===== src/rtl/clsr_pkg.sv =====
`default_nettype none
package clsr_pkg;

  localparam int unsigned VAL_W = 31;

  localparam logic [VAL_W-1:0] MOD_ONE     = 31'd2147483563;
  localparam logic [VAL_W-1:0] MOD_TWO     = 31'd2147483399;
  localparam logic [15:0]      MUL_ONE     = 16'd40014;
  localparam logic [15:0]      MUL_TWO     = 16'd40692;
  localparam logic [VAL_W-1:0] OUT_MAX     = 31'd2147483562;
  localparam logic [VAL_W-1:0] GEN_ONE_RST = 31'd1;
  localparam logic [VAL_W-1:0] GEN_TWO_RST = 31'd123456789;
  localparam logic [VAL_W-1:0] SEED_ZERO_SUB = 31'd1;

  localparam int unsigned WARMUP_EXTRA = 8;

  typedef enum logic {
    OP_DRAW = 1'b0,
    OP_SEED = 1'b1
  } op_e;

endpackage
`default_nettype wire


===== src/rtl/clsr_ram.sv =====
`default_nettype none
module clsr_ram #(
  parameter int unsigned WIDTH = 31,
  parameter int unsigned DEPTH = 32
) (
  input  wire logic                     clk_i,
  input  wire logic                     we_i,
  input  wire logic [$clog2(DEPTH)-1:0] waddr_i,
  input  wire logic [WIDTH-1:0]         wdata_i,
  input  wire logic                     re_i,
  input  wire logic [$clog2(DEPTH)-1:0] raddr_i,
  output logic      [WIDTH-1:0]         rdata_o
);

  logic [WIDTH-1:0] mem_q [DEPTH];
  logic [WIDTH-1:0] rdata_q;

  always_ff @(posedge clk_i) begin
    if (we_i) begin
      mem_q[waddr_i] <= wdata_i;
    end
    if (re_i) begin
      rdata_q <= mem_q[raddr_i];
    end
  end

  assign rdata_o = rdata_q;

endmodule
`default_nettype wire


===== src/rtl/clsr_mulmod.sv =====
`default_nettype none
module clsr_mulmod #(
  parameter logic [30:0] MOD = clsr_pkg::MOD_ONE,
  parameter logic [15:0] MUL = clsr_pkg::MUL_ONE
) (
  input  wire logic        clk_i,
  input  wire logic        en_i,
  input  wire logic [30:0] x_i,
  output logic      [30:0] y_o
);

  localparam logic [31:0] FOLD32 = 32'h8000_0000 - {1'b0, MOD};
  localparam logic [7:0]  FOLD   = FOLD32[7:0];

  logic [46:0] prod_q;
  logic [15:0] hi;
  logic [30:0] lo;
  logic [23:0] fold;
  logic [31:0] sum;
  logic [31:0] red;

  always_ff @(posedge clk_i) begin
    if (en_i) begin
      prod_q <= {16'd0, x_i} * {31'd0, MUL};
    end
  end

  // 2^31 is congruent to FOLD, so one conditional subtract finishes the reduction
  always_comb begin
    hi   = prod_q[46:31];
    lo   = prod_q[30:0];
    fold = {8'd0, hi} * {16'd0, FOLD};
    sum  = {1'b0, lo} + {8'd0, fold};
    red  = (sum >= {1'b0, MOD}) ? (sum - {1'b0, MOD}) : sum;
  end

  assign y_o = red[30:0];

endmodule
`default_nettype wire


===== src/rtl/clsr_bin.sv =====
`default_nettype none
module clsr_bin #(
  parameter int unsigned TABLE_DEPTH = 32
) (
  input  wire logic                           clk_i,
  input  wire logic                           en_i,
  input  wire logic [30:0]                    x_i,
  output logic      [$clog2(TABLE_DEPTH)-1:0] idx_o
);

  localparam longint unsigned BIN_DIV = 64'd1 + 64'd2147483562 / 64'(TABLE_DEPTH);
  localparam int unsigned     SH      = 40;
  localparam longint unsigned RECIP   = (64'd1 << SH) / BIN_DIV;
  localparam int unsigned     RW      = $clog2(RECIP + 1);
  localparam int unsigned     PW      = 31 + RW;
  localparam int unsigned     BW      = $clog2(BIN_DIV + 1);
  localparam int unsigned     AW      = $clog2(TABLE_DEPTH);
  localparam int unsigned     QW      = AW + 2;
  localparam int unsigned     CW      = QW + BW;

  logic [PW-1:0] prod_q;
  logic [QW-1:0] q_est;
  logic [QW-1:0] q_up;
  logic [CW-1:0] bound;
  logic [QW-1:0] q;

  always_ff @(posedge clk_i) begin
    if (en_i) begin
      prod_q <= PW'(x_i) * PW'(RECIP);
    end
  end

  // estimate is exact or one low; correct it, then clamp to the last entry
  always_comb begin
    q_est = QW'(prod_q >> SH);
    q_up  = q_est + QW'(1);
    bound = CW'(q_up) * CW'(BIN_DIV);
    q     = (CW'(x_i) >= bound) ? q_up : q_est;
    if (q >= QW'(TABLE_DEPTH)) begin
      idx_o = AW'(TABLE_DEPTH - 1);
    end else begin
      idx_o = q[AW-1:0];
    end
  end

endmodule
`default_nettype wire


===== src/rtl/combined_lcg_shuffle_rng_top.sv =====
`default_nettype none
// Combined two-generator random source with a shuffle table (ran2 style), integer output
// 1..2147483562. op 0 draws the next value; op 1 reseeds (0 is taken as 1), runs the first
// generator through TABLE_DEPTH+8 warm-up steps into the table, and then draws. A draw runs
// from acceptance through S_DRAW_A, S_DRAW_B and S_DRAW_C: the bin index of the last output
// goes through a reciprocal multiply and correction, one registered read of the table
// follows, and the write-back of the new first-generator value, held until the output
// register is free, completes the transaction. Each warm-up step of a seed passes through
// S_SEED_MUL and S_SEED_RED of the first generator's modular step unit. The result sits in an
// output register, so the next transaction may be accepted while a result still waits.
module combined_lcg_shuffle_rng_top #(
  parameter int unsigned TABLE_DEPTH = 32
) (
  input  wire logic        clk_i,
  input  wire logic        rst_ni,
  input  wire logic        in_valid_i,
  output logic             in_ready_o,
  input  wire logic        op_i,
  input  wire logic [30:0] seed_value_i,
  output logic             out_valid_o,
  input  wire logic        out_ready_i,
  output logic      [30:0] rand_out_o
);

  localparam int unsigned AW   = $clog2(TABLE_DEPTH);
  localparam int unsigned CNTW = $clog2(TABLE_DEPTH + clsr_pkg::WARMUP_EXTRA);

  typedef enum logic [2:0] {
    S_IDLE,
    S_SEED_MUL,
    S_SEED_RED,
    S_DRAW_A,
    S_DRAW_B,
    S_DRAW_C
  } state_e;

  state_e                 state_q, state_d;
  logic [30:0]            gen_one_q, gen_one_d;
  logic [30:0]            gen_two_q, gen_two_d;
  logic [30:0]            last_out_q, last_out_d;
  logic [30:0]            out_data_q, out_data_d;
  logic                   out_valid_q, out_valid_d;
  logic [CNTW-1:0]        cnt_q, cnt_d;
  logic [AW-1:0]          idx_q, idx_d;
  logic [TABLE_DEPTH-1:0] valid_q, valid_d;

  logic          step_one_en;
  logic          step_two_en;
  logic          bin_en;
  logic [30:0]   step_one_y;
  logic [30:0]   step_two_y;
  logic [AW-1:0] bin_idx;
  logic          ram_we;
  logic [AW-1:0] ram_waddr;
  logic [30:0]   ram_wdata;
  logic          ram_re;
  logic [30:0]   ram_rdata;
  logic [30:0]   entry;
  logic [32:0]   diff;
  logic [32:0]   draw_val;
  logic [30:0]   rand_next;
  logic [30:0]   seed_fix;
  logic          out_free;

  clsr_mulmod #(
    .MOD (clsr_pkg::MOD_ONE),
    .MUL (clsr_pkg::MUL_ONE)
  ) u_step_one (
    .clk_i (clk_i),
    .en_i  (step_one_en),
    .x_i   (gen_one_q),
    .y_o   (step_one_y)
  );

  clsr_mulmod #(
    .MOD (clsr_pkg::MOD_TWO),
    .MUL (clsr_pkg::MUL_TWO)
  ) u_step_two (
    .clk_i (clk_i),
    .en_i  (step_two_en),
    .x_i   (gen_two_q),
    .y_o   (step_two_y)
  );

  clsr_bin #(
    .TABLE_DEPTH (TABLE_DEPTH)
  ) u_bin (
    .clk_i (clk_i),
    .en_i  (bin_en),
    .x_i   (last_out_q),
    .idx_o (bin_idx)
  );

  clsr_ram #(
    .WIDTH (31),
    .DEPTH (TABLE_DEPTH)
  ) u_table (
    .clk_i   (clk_i),
    .we_i    (ram_we),
    .waddr_i (ram_waddr),
    .wdata_i (ram_wdata),
    .re_i    (ram_re),
    .raddr_i (bin_idx),
    .rdata_o (ram_rdata)
  );

  always_comb begin
    in_ready_o  = (state_q == S_IDLE);
    step_one_en = (state_q == S_SEED_MUL) || (state_q == S_DRAW_A);
    step_two_en = (state_q == S_DRAW_A);
    bin_en      = (state_q == S_DRAW_A);
    ram_re      = (state_q == S_DRAW_B);
    out_free    = !out_valid_q || out_ready_i;
    seed_fix    = (seed_value_i == '0) ? clsr_pkg::SEED_ZERO_SUB : seed_value_i;

    // entries never written read as zero
    entry     = valid_q[idx_q] ? ram_rdata : '0;
    diff      = {2'b00, entry} - {2'b00, gen_two_q};
    draw_val  = (diff[32] || (diff == '0)) ? (diff + {2'b00, clsr_pkg::OUT_MAX}) : diff;
    rand_next = draw_val[30:0];

    ram_we    = 1'b0;
    ram_waddr = idx_q;
    ram_wdata = gen_one_q;
    if (state_q == S_SEED_RED) begin
      ram_we    = (cnt_q < CNTW'(TABLE_DEPTH));
      ram_waddr = cnt_q[AW-1:0];
      ram_wdata = step_one_y;
    end else if (state_q == S_DRAW_C) begin
      ram_we = out_free;
    end

    state_d     = state_q;
    gen_one_d   = gen_one_q;
    gen_two_d   = gen_two_q;
    last_out_d  = last_out_q;
    out_data_d  = out_data_q;
    out_valid_d = out_valid_q;
    cnt_d       = cnt_q;
    idx_d       = idx_q;
    valid_d     = valid_q;

    if (ram_we) begin
      valid_d[ram_waddr] = 1'b1;
    end
    if (out_valid_q && out_ready_i) begin
      out_valid_d = 1'b0;
    end

    case (state_q)
      S_IDLE: begin
        if (in_valid_i) begin
          if (op_i == clsr_pkg::OP_SEED) begin
            gen_one_d = seed_fix;
            gen_two_d = seed_fix;
            cnt_d     = CNTW'(TABLE_DEPTH + clsr_pkg::WARMUP_EXTRA - 1);
            state_d   = S_SEED_MUL;
          end else begin
            state_d = S_DRAW_A;
          end
        end
      end
      S_SEED_MUL: begin
        state_d = S_SEED_RED;
      end
      S_SEED_RED: begin
        gen_one_d = step_one_y;
        if (cnt_q == '0) begin
          last_out_d = step_one_y;
          state_d    = S_DRAW_A;
        end else begin
          cnt_d   = cnt_q - CNTW'(1);
          state_d = S_SEED_MUL;
        end
      end
      S_DRAW_A: begin
        state_d = S_DRAW_B;
      end
      S_DRAW_B: begin
        gen_one_d = step_one_y;
        gen_two_d = step_two_y;
        idx_d     = bin_idx;
        state_d   = S_DRAW_C;
      end
      S_DRAW_C: begin
        // hold until the output register is free
        if (out_free) begin
          last_out_d  = rand_next;
          out_data_d  = rand_next;
          out_valid_d = 1'b1;
          state_d     = S_IDLE;
        end
      end
      default: begin
        state_d = S_IDLE;
      end
    endcase
  end

  always_ff @(posedge clk_i or negedge rst_ni) begin
    if (!rst_ni) begin
      state_q     <= S_IDLE;
      gen_one_q   <= clsr_pkg::GEN_ONE_RST;
      gen_two_q   <= clsr_pkg::GEN_TWO_RST;
      last_out_q  <= '0;
      out_data_q  <= '0;
      out_valid_q <= 1'b0;
      cnt_q       <= '0;
      idx_q       <= '0;
      valid_q     <= '0;
    end else begin
      state_q     <= state_d;
      gen_one_q   <= gen_one_d;
      gen_two_q   <= gen_two_d;
      last_out_q  <= last_out_d;
      out_data_q  <= out_data_d;
      out_valid_q <= out_valid_d;
      cnt_q       <= cnt_d;
      idx_q       <= idx_d;
      valid_q     <= valid_d;
    end
  end

  assign out_valid_o = out_valid_q;
  assign rand_out_o  = out_data_q;

  a_draw_gives_result: assert property (@(posedge clk_i) disable iff (!rst_ni)
    (state_q == S_DRAW_C) && out_free |=> out_valid_o && (rand_out_o == last_out_q))
    else $error("completed draw did not load the output register");

  a_result_range: assert property (@(posedge clk_i) disable iff (!rst_ni)
    out_valid_o |-> (rand_out_o != '0) && (rand_out_o <= clsr_pkg::OUT_MAX))
    else $error("result outside 1..OUT_MAX");

  a_gen_reduced: assert property (@(posedge clk_i) disable iff (!rst_ni)
    (state_q == S_DRAW_C) |->
      (gen_one_q < clsr_pkg::MOD_ONE) && (gen_two_q < clsr_pkg::MOD_TWO))
    else $error("generator state not reduced after a step");

  a_accept_leaves_idle: assert property (@(posedge clk_i) disable iff (!rst_ni)
    in_valid_i && in_ready_o |=> (state_q == S_SEED_MUL) || (state_q == S_DRAW_A))
    else $error("accepted transaction did not start work");

  a_seed_count: assert property (@(posedge clk_i) disable iff (!rst_ni)
    (state_q == S_SEED_RED) && (cnt_q != '0) |=>
      (state_q == S_SEED_MUL) && (cnt_q == $past(cnt_q) - CNTW'(1)))
    else $error("warm-up counter out of step");

endmodule
`default_nettype wire


===== config.mk =====
export PLATFORM = sky130hd
export DESIGN_NAME = combined_lcg_shuffle_rng_top
export DESIGN_NICKNAME = d
export VERILOG_FILES = /design/src/rtl/clsr_pkg.sv /design/src/rtl/clsr_ram.sv /design/src/rtl/clsr_mulmod.sv /design/src/rtl/clsr_bin.sv /design/src/rtl/combined_lcg_shuffle_rng_top.sv
export SDC_FILE = /design/constraint.sdc
export NUM_CORES = 2
export LEC_CHECK = 0
export BUFFER_PORTS_ARGS = -buffer_cell sky130_fd_sc_hd__buf_2
export CAP_MARGIN = 5
export CELL_PAD_IN_SITES_DETAIL_PLACEMENT = 1
export CELL_PAD_IN_SITES_GLOBAL_PLACEMENT = 1
export CORE_MARGIN = 4
export CORE_UTILIZATION = 57
export CTS_CLUSTER_DIAMETER = 120
export DETAILED_ROUTE_END_ITERATION = 10
export GPL_ROUTABILITY_DRIVEN = 0
export PLACE_DENSITY_LB_ADDON = 0.1
export SETUP_SLACK_MARGIN = 0.4
export SLEW_MARGIN = 10
export SYNTH_ARGS = -nofsm -noshare
export SYNTH_HDL_FRONTEND = slang
export SYNTH_SLANG_ARGS = --single-unit

===== constraint.sdc =====
create_clock -name clk_i -period 18.6 [get_ports clk_i]
set_input_delay 3.72 -clock clk_i [delete_from_list [all_inputs] [get_ports clk_i]]
set_output_delay 3.72 -clock clk_i [all_outputs]
set_load 0.02 [all_outputs]

# --- Word-level counts from Yosys, hierarchy flattened ---
# Memory sizes are Yosys's and may differ from the RTL's. A register that Yosys moved wholly into a read port is not among the register bits.
# Cells that the tools add are included.
word_totals:
  register_bits: 293
  latch_bits: 0
  ram_bits: 992
  romBits: 0
  input_bits: 36
  out_inout_bits: 33
  wordCells: 102
  memories: 1
op_classes:
  addsub: 8
  multipliers: 5
  n_div: 0
  order_cmp: 8
  n_eq_ne: 10
  shifts: 0
  mux: 36
  bitwise_logic: 1
  reduce_logical: 21
memory_table:
  columns: ["memory", "depth", "word_bits", "read_ports", "rd_clocked_by_memory_dff", "wr", "line_no", "rtl"]
  rows:
  - ["u_table.mem_q", 32, 31, 1, 1, 1, "clsr_ram.sv:15", "logic [WIDTH-1:0] mem_q [DEPTH];"]
op_table:
  columns: ["op", "count"]
  rows:
  - ["31-bit 2-to-1 mux", 10]
  - ["31-bit case mux with 2 select lines", 3]
  - ["32-bit by 31-bit greater-or-equal comparator with 1-bit output (second input constant)", 2]
  - ["31-bit subtractor (second input constant)", 2]
  - ["31-bit by 15-bit multiplier with 46-bit output (second input constant)", 1]
  - ["31-bit by 14-bit multiplier with 45-bit output (second input constant)", 1]
  - ["31-bit by 33-bit greater-or-equal comparator with 1-bit output", 1]
  - ["33-bit logical NOT", 1]
  - ["31-bit by 23-bit adder with 32-bit output", 1]
  - ["31-bit by 24-bit adder with 32-bit output", 1]
  - ["7-bit by 25-bit multiplier with 32-bit output (second input constant)", 1]
  - ["32-bit bitwise OR", 1]
  - ["31-bit by 31-bit subtractor with 32-bit output", 1]
  - ["31-bit by 8-bit adder with 31-bit output (second input constant)", 1]
  - ["31-bit logical NOT", 1]
  - ["16-bit by 8-bit multiplier with 24-bit output (second input constant)", 1]
  - ["16-bit by 7-bit multiplier with 23-bit output (second input constant)", 1]
  - ["6-bit 2-to-1 mux", 3]
  - ["3-bit case mux with 6 select lines", 1]
  - ["5-bit by 6-bit less-than comparator with 1-bit output (second input constant)", 2]
  - ["6-bit case mux with 2 select lines", 1]
  - ["5-bit 2-to-1 mux", 2]
  - ["1-bit 2-to-1 mux", 9]
  - ["3-bit AND reduction", 3]
  - ["other kinds (24)", 38]

# --- Logic depth before layout (Yosys ltp) ---
depth:
  word_depth: 9
  ltp_mapped: 39
  ltp_nobuf: 33

# --- Cells and area by module ---
# Synthesis repeated with hierarchy kept, for this count alone.
hier_totals:
  cells_unflattened: 6569
  area_unflattened_um2: 79747.7
by_module_without_submodules:
  columns: ["mod", "n_inst", "cells_each", "area_per_inst_um2", "seq_area_each_um2"]
  rows:
  - ["clsr_ram", 1, 2192, 39474.1, 30719.5]
  - ["clsr_mulmod (u_step_two)", 1, 1528, 14870.5, 1351.3]
  - ["clsr_mulmod (u_step_one)", 1, 1293, 12165.4, 1381.3]
  - ["combined_lcg_shuffle_rng_top", 1, 1309, 11055.6, 4300.4]
  - ["clsr_bin", 1, 247, 2182.1, 150.1]

# --- Worst setup path before layout ---
# OpenSTA, ideal clock, no wires.
synth_path:
  path_kind: "flip-flop to flip-flop"
  from: "register u_bin.prod_q[41]"
  to: "register u_table.rdata_q[10] (netlist: u_table.rdata_o[10]) (read register of u_table.mem_q) (data pin)"
  setup_time_ns: 0.261
  t_arrival_ns: 7.583
  required_time_ns: 18.339
  path_slack_ns: 10.755
  path_stages_with_launch: 30
  n_path_buf: 5
  cell_sequence: "edfxtp_1 -> clkbuf_1 -> nand3_1 -> or2_2 -> clkbuf_1 -> inv_1 -> fa_1 -> inv_1 -> fa_1 -> fa_1 -> ha_1 -> o21a_1 -> a21oi_1 -> inv_1 -> a21o_1 -> fa_1 -> ha_1 -> nand4_1 -> nor4_1 -> o21ai_0 -> o21ai_0 -> a211oi_1 -> nor3_2 -> mux2i_2 -> clkbuf_1 -> buf_1 -> buf_1 -> a21oi_1 -> nor3_1 -> nor4_1"
synth_between:
  elab_chain_cells: 6
synth_lines:
  columns: ["element", "line_no", "rtl"]
  rows:
  - ["from (decl)", "clsr_bin.sv:21", "logic [PW-1:0] prod_q;"]
  - ["from (signal assigned)", "clsr_bin.sv:29", "prod_q <= PW'(x_i) * PW'(RECIP);"]
  - ["5-bit by 1-bit adder with 6-bit output", "clsr_bin.sv:36", "q_up = q_est + QW'(1);"]
  - ["7-bit by 25-bit multiplier with 32-bit output", "clsr_bin.sv:37", "bound = CW'(q_up) * CW'(BIN_DIV);"]
  - ["31-bit by 33-bit greater-or-equal comparator with 1-bit output", "clsr_bin.sv:38", "q = (CW'(x_i) >= bound) ? q_up : q_est;"]
  - ["7-bit 2-to-1 mux (*)", "clsr_bin.sv:38", null]
  - ["7-bit by 6-bit greater-or-equal comparator with 1-bit output", "clsr_bin.sv:39", "if (q >= QW'(TABLE_DEPTH)) begin"]
  - ["5-bit 2-to-1 mux (*)", "clsr_bin.sv:39", null]
  - ["to (decl)", "clsr_ram.sv:16", "logic [WIDTH-1:0] rdata_q;"]
# Every way passes the cells marked *; elsewhere a longest branch is shown, timed or not.
# A chain may end at the register's enable or synchronous reset.

# --- Final worst setup path ---
layout_path:
  from: "register u_bin.prod_q[40]"
  to: "register u_table.rdata_q[24] (netlist: u_table.rdata_o[24]) (read register of u_table.mem_q) (data pin)"
# The elaborated chain is that of the path after synthesis.

==> run metrics <==
r2r startpoint u_bin.prod_q[40]; post-route ant nets 0; CP peak stage delay 990 ps; area of the multi-input gates 38900 um^2; # Max-Cap Violations 0; Yosys warning count 0; CTS Sinks 1290; fin crit period 11910 ps; die width 383 um; first-pass GRT wire length 410 mm; Initial Utilization 57.5%; endpoint class of the critical path flip-flop; Hold Path Sink valid_q[31]; reg2reg end u_table.rdata_o[24]; Hold Path Class reg -> reg; Hold Path Depth 1; Initial DRT Pass Iterations 6; Die Ht 383 um; Max Freq 84.0 MHz; Avg Synthesized Cell Area 11.2 um^2; simple-gate share of the synthesized area 13.1%; Yosys cell types 111; Ports 69; WL/cell 30.0 um; Sequential Area 37900 um^2; vias post-DR 59800; Area Growth Syn to Fin 9.08%; CORE AREA 140000 um^2; RSZ-0062 raised after global routing false; cts repair resizes 0; Required @ worst endpoint 19210 ps; Nets 8261; Final TNS setup 0 ps; Compound-Gate Fraction of Synth Area 10.4%; pin count of the biggest net entering global routing 207; Max-slew headroom 16.1%; Post-Syn Area 80400 um^2; sequential-to-total area share from yosys stat 47.2%; Max Buffers Root-to-Sink 3; highest-delay cell along the critical path buf_4; crit path launch type flip-flop; Buf/Inv on CP 6; DIE AREA 147000 um^2; crit-path most repeated cell buf_4; row count 137; DR DRC count 0; Post-synth ARST share 13.3%; setup bufs post-CTS 0; proportion of layout cells with a drive suffix above 1 8.94%; I/O Buffers 68; worst endpoint data arrival time 12520 ps; predominant post-synthesis flop cell edfxtp_1; R2R setup slack 6690 ps; Vias/cell 6.49; fillers 14200; mux cell area share after synthesis 1.89%; total track usage 37.5%; number of buffers created by CTS 140; CTS Hold Bufs 0; Adder-Cell Fraction of Synth Area 20.0%; CP max FO 104; actual slew at the worst max-slew pin 1250 ps; Final setup viols 0; initial antenna violation count 18; Final Hold Vio Count 0; Post-Route Skew 58.2 ps; drt initial violations 6427; crit path kind reg -> reg; Hold Path Origin valid_q[31]; H-tree depth 4; status finished, final reports clean; vias in the first global route 63700; Total Wirelength 276 mm; EDFF count, synth 1119; Synth Area in XOR/XNOR 2.38%; FF+latch count, synth 1290; Mapped Nets 8243; CP delay by family, top buffers and inverters; main combinational cell family by area after synthesis adder cells; clock latency on the worst-skew pair 800 ps; CTS tree yes; Overflow after GRT 0; worst reg-to-reg path cell count 34; Clock transition at path regs 70 ps; Syn Inst Count 7200; Clock Tree Root clkbuf_16; Detailed Place HPWL 186 mm; fin. max-slew vios 0; period utilization 64.0%
metrics by stage:
stage	hold WS, ps	cells	util (%)	area (um^2)	setup slack, ps
final	474	9206	62.8	87700	6690
after global routing	483	9203	62.7	87700	6030
after CTS	468	9203	62.7	87600	6980
after detailed placement	451	8952	59.5	83200	7090
after global placement	445	8952	59.5	83200	7450
after floorplan	434	7200	-	80400	10760
Yosys cell counts (119+ instances only):
| library cell | instances | share of area [%] |
|---|---|---|
| nor3_1 | 119 | 0.74 |
| inv_1 | 734 | 3.4 |
| edfxtp_1 | 1119 | 42 |
| a21oi_1 | 330 | 2.1 |
| xnor2_1 | 142 | 1.5 |
| nand2_1 | 1124 | 5.2 |
| fa_1 | 465 | 12 |
| dfrtp_1 | 154 | 4.8 |
| and3_1 | 155 | 1.2 |
| nor2_1 | 195 | 0.91 |
| ha_1 | 542 | 8.4 |
| a21o_1 | 144 | 1.3 |
| nand3_1 | 325 | 2.0 |
| o21ai_0 | 190 | 1.2 |
| clkbuf_1 | 192 | 0.90 |
cell families (layout without fill, tap and decap cells):
kind of cell,after synthesis,count (layout)
AOI/OAI and AO/OA,1247,1247
buffers and inverters,1046,1173
adders and majority gates,1007,1007
DFF,1290,1290
and+or+nand+nor,2258,2258
other,0,3
muxes,134,134
xor gates and xnor gates,218,218
cells in the final DEF (no fill, tap or decap), types with 32 or more instances in the layout:
master / netlist / layout
nand2_1: 1124 / 1119
edfxtp_1: 1119 / 1119
inv_1: 734 / 734
ha_1: 542 / 542
fa_1: 465 / 465
a21oi_1: 330 / 330
nand3_1: 325 / 324
o21ai_0: 190 / 169
nor2_1: 195 / 162
and3_1: 155 / 154
dfrtp_1: 154 / 154
a21o_1: 144 / 144
xnor2_1: 142 / 142
clkbuf_16: 0 / 140
nor3_1: 119 / 117
buf_4: 5 / 117
mux2i_1: 86 / 85
xor2_1: 76 / 76
a31oi_1: 69 / 68
buf_2: 83 / 67
o21ai_1: 66 / 64
nor2b_1: 55 / 54
o211ai_1: 52 / 52
or2_2: 51 / 51
nor4_1: 50 / 50
a211oi_1: 45 / 43
a221o_1: 40 / 40
o21a_1: 40 / 39
mux2_2: 36 / 35
nand2b_1: 33 / 33
o2111ai_1: 33 / 33
o2bb2ai_1: 33 / 33
nor2_4: 0 / 32
registers in the layout (all words and copies together) (netlist names), 6 cells and up:
register	flops
u_table.rdata_o	31
valid_q	32
cnt_q	6
gen_one_q	31
rand_out_o	31
gen_two_q	31
last_out_q	31
u_step_two.prod_q	45
u_step_one.prod_q	46
u_table.mem_q	992
area by class of cell:
class,instances,area share [%]
multi-input cells,4864,44.4
flip-flops and latches,1290,43.2
clock buffers,168,4.16
inverters,736,3.15
well taps,1876,2.68
repair buffers,186,1.42
clock inverters,83,0.953
diodes,3,0.00856
per-layer routing:
metal	part of all wire [%]	track usage (%)
met1	38	48.3
met2	47	61.3
met3	9.6	8.43
met4	5.2	16.9
met5	0.0040	0
how the worst max path moves through the flow:
stage | start | end | slack, ps | cells after the start
detailed placement | u_bin.prod_q[40] | u_table.rdata_o[24] | 7090 | 30
global route | u_bin.prod_q[40] | u_table.rdata_o[24] | 6030 | 30
finish | u_bin.prod_q[40] | u_table.rdata_o[24] | 6690 | 34
CTS | u_bin.prod_q[40] | u_table.rdata_o[24] | 6980 | 34
global placement | u_bin.prod_q[40] | u_table.rdata_o[24] | 7450 | 29
floorplan | u_bin.prod_q[41] | u_table.rdata_o[10] | 10760 | 29
worst reg2reg max path, delay by kind of cell, from the launching register on:
| kind | cells | cell delay [ps] |
|---|---|---|
| buffers and inverters | 6 | 3430 |
| AND/OR/NAND/NOR | 10 | 2320 |
| AO/OA/AOI/OAI | 9 | 2180 |
| adder cells (fa/ha/maj) | 5 | 1980 |
| multiplexers | 2 | 1090 |
| XOR/XNOR | 2 | 370 |
| flip-flops | 1 | 350 |
Power is left out: the tool's default activity adds up to more than one toggle a clock period on the data nets, which glitch-free logic cannot reach.
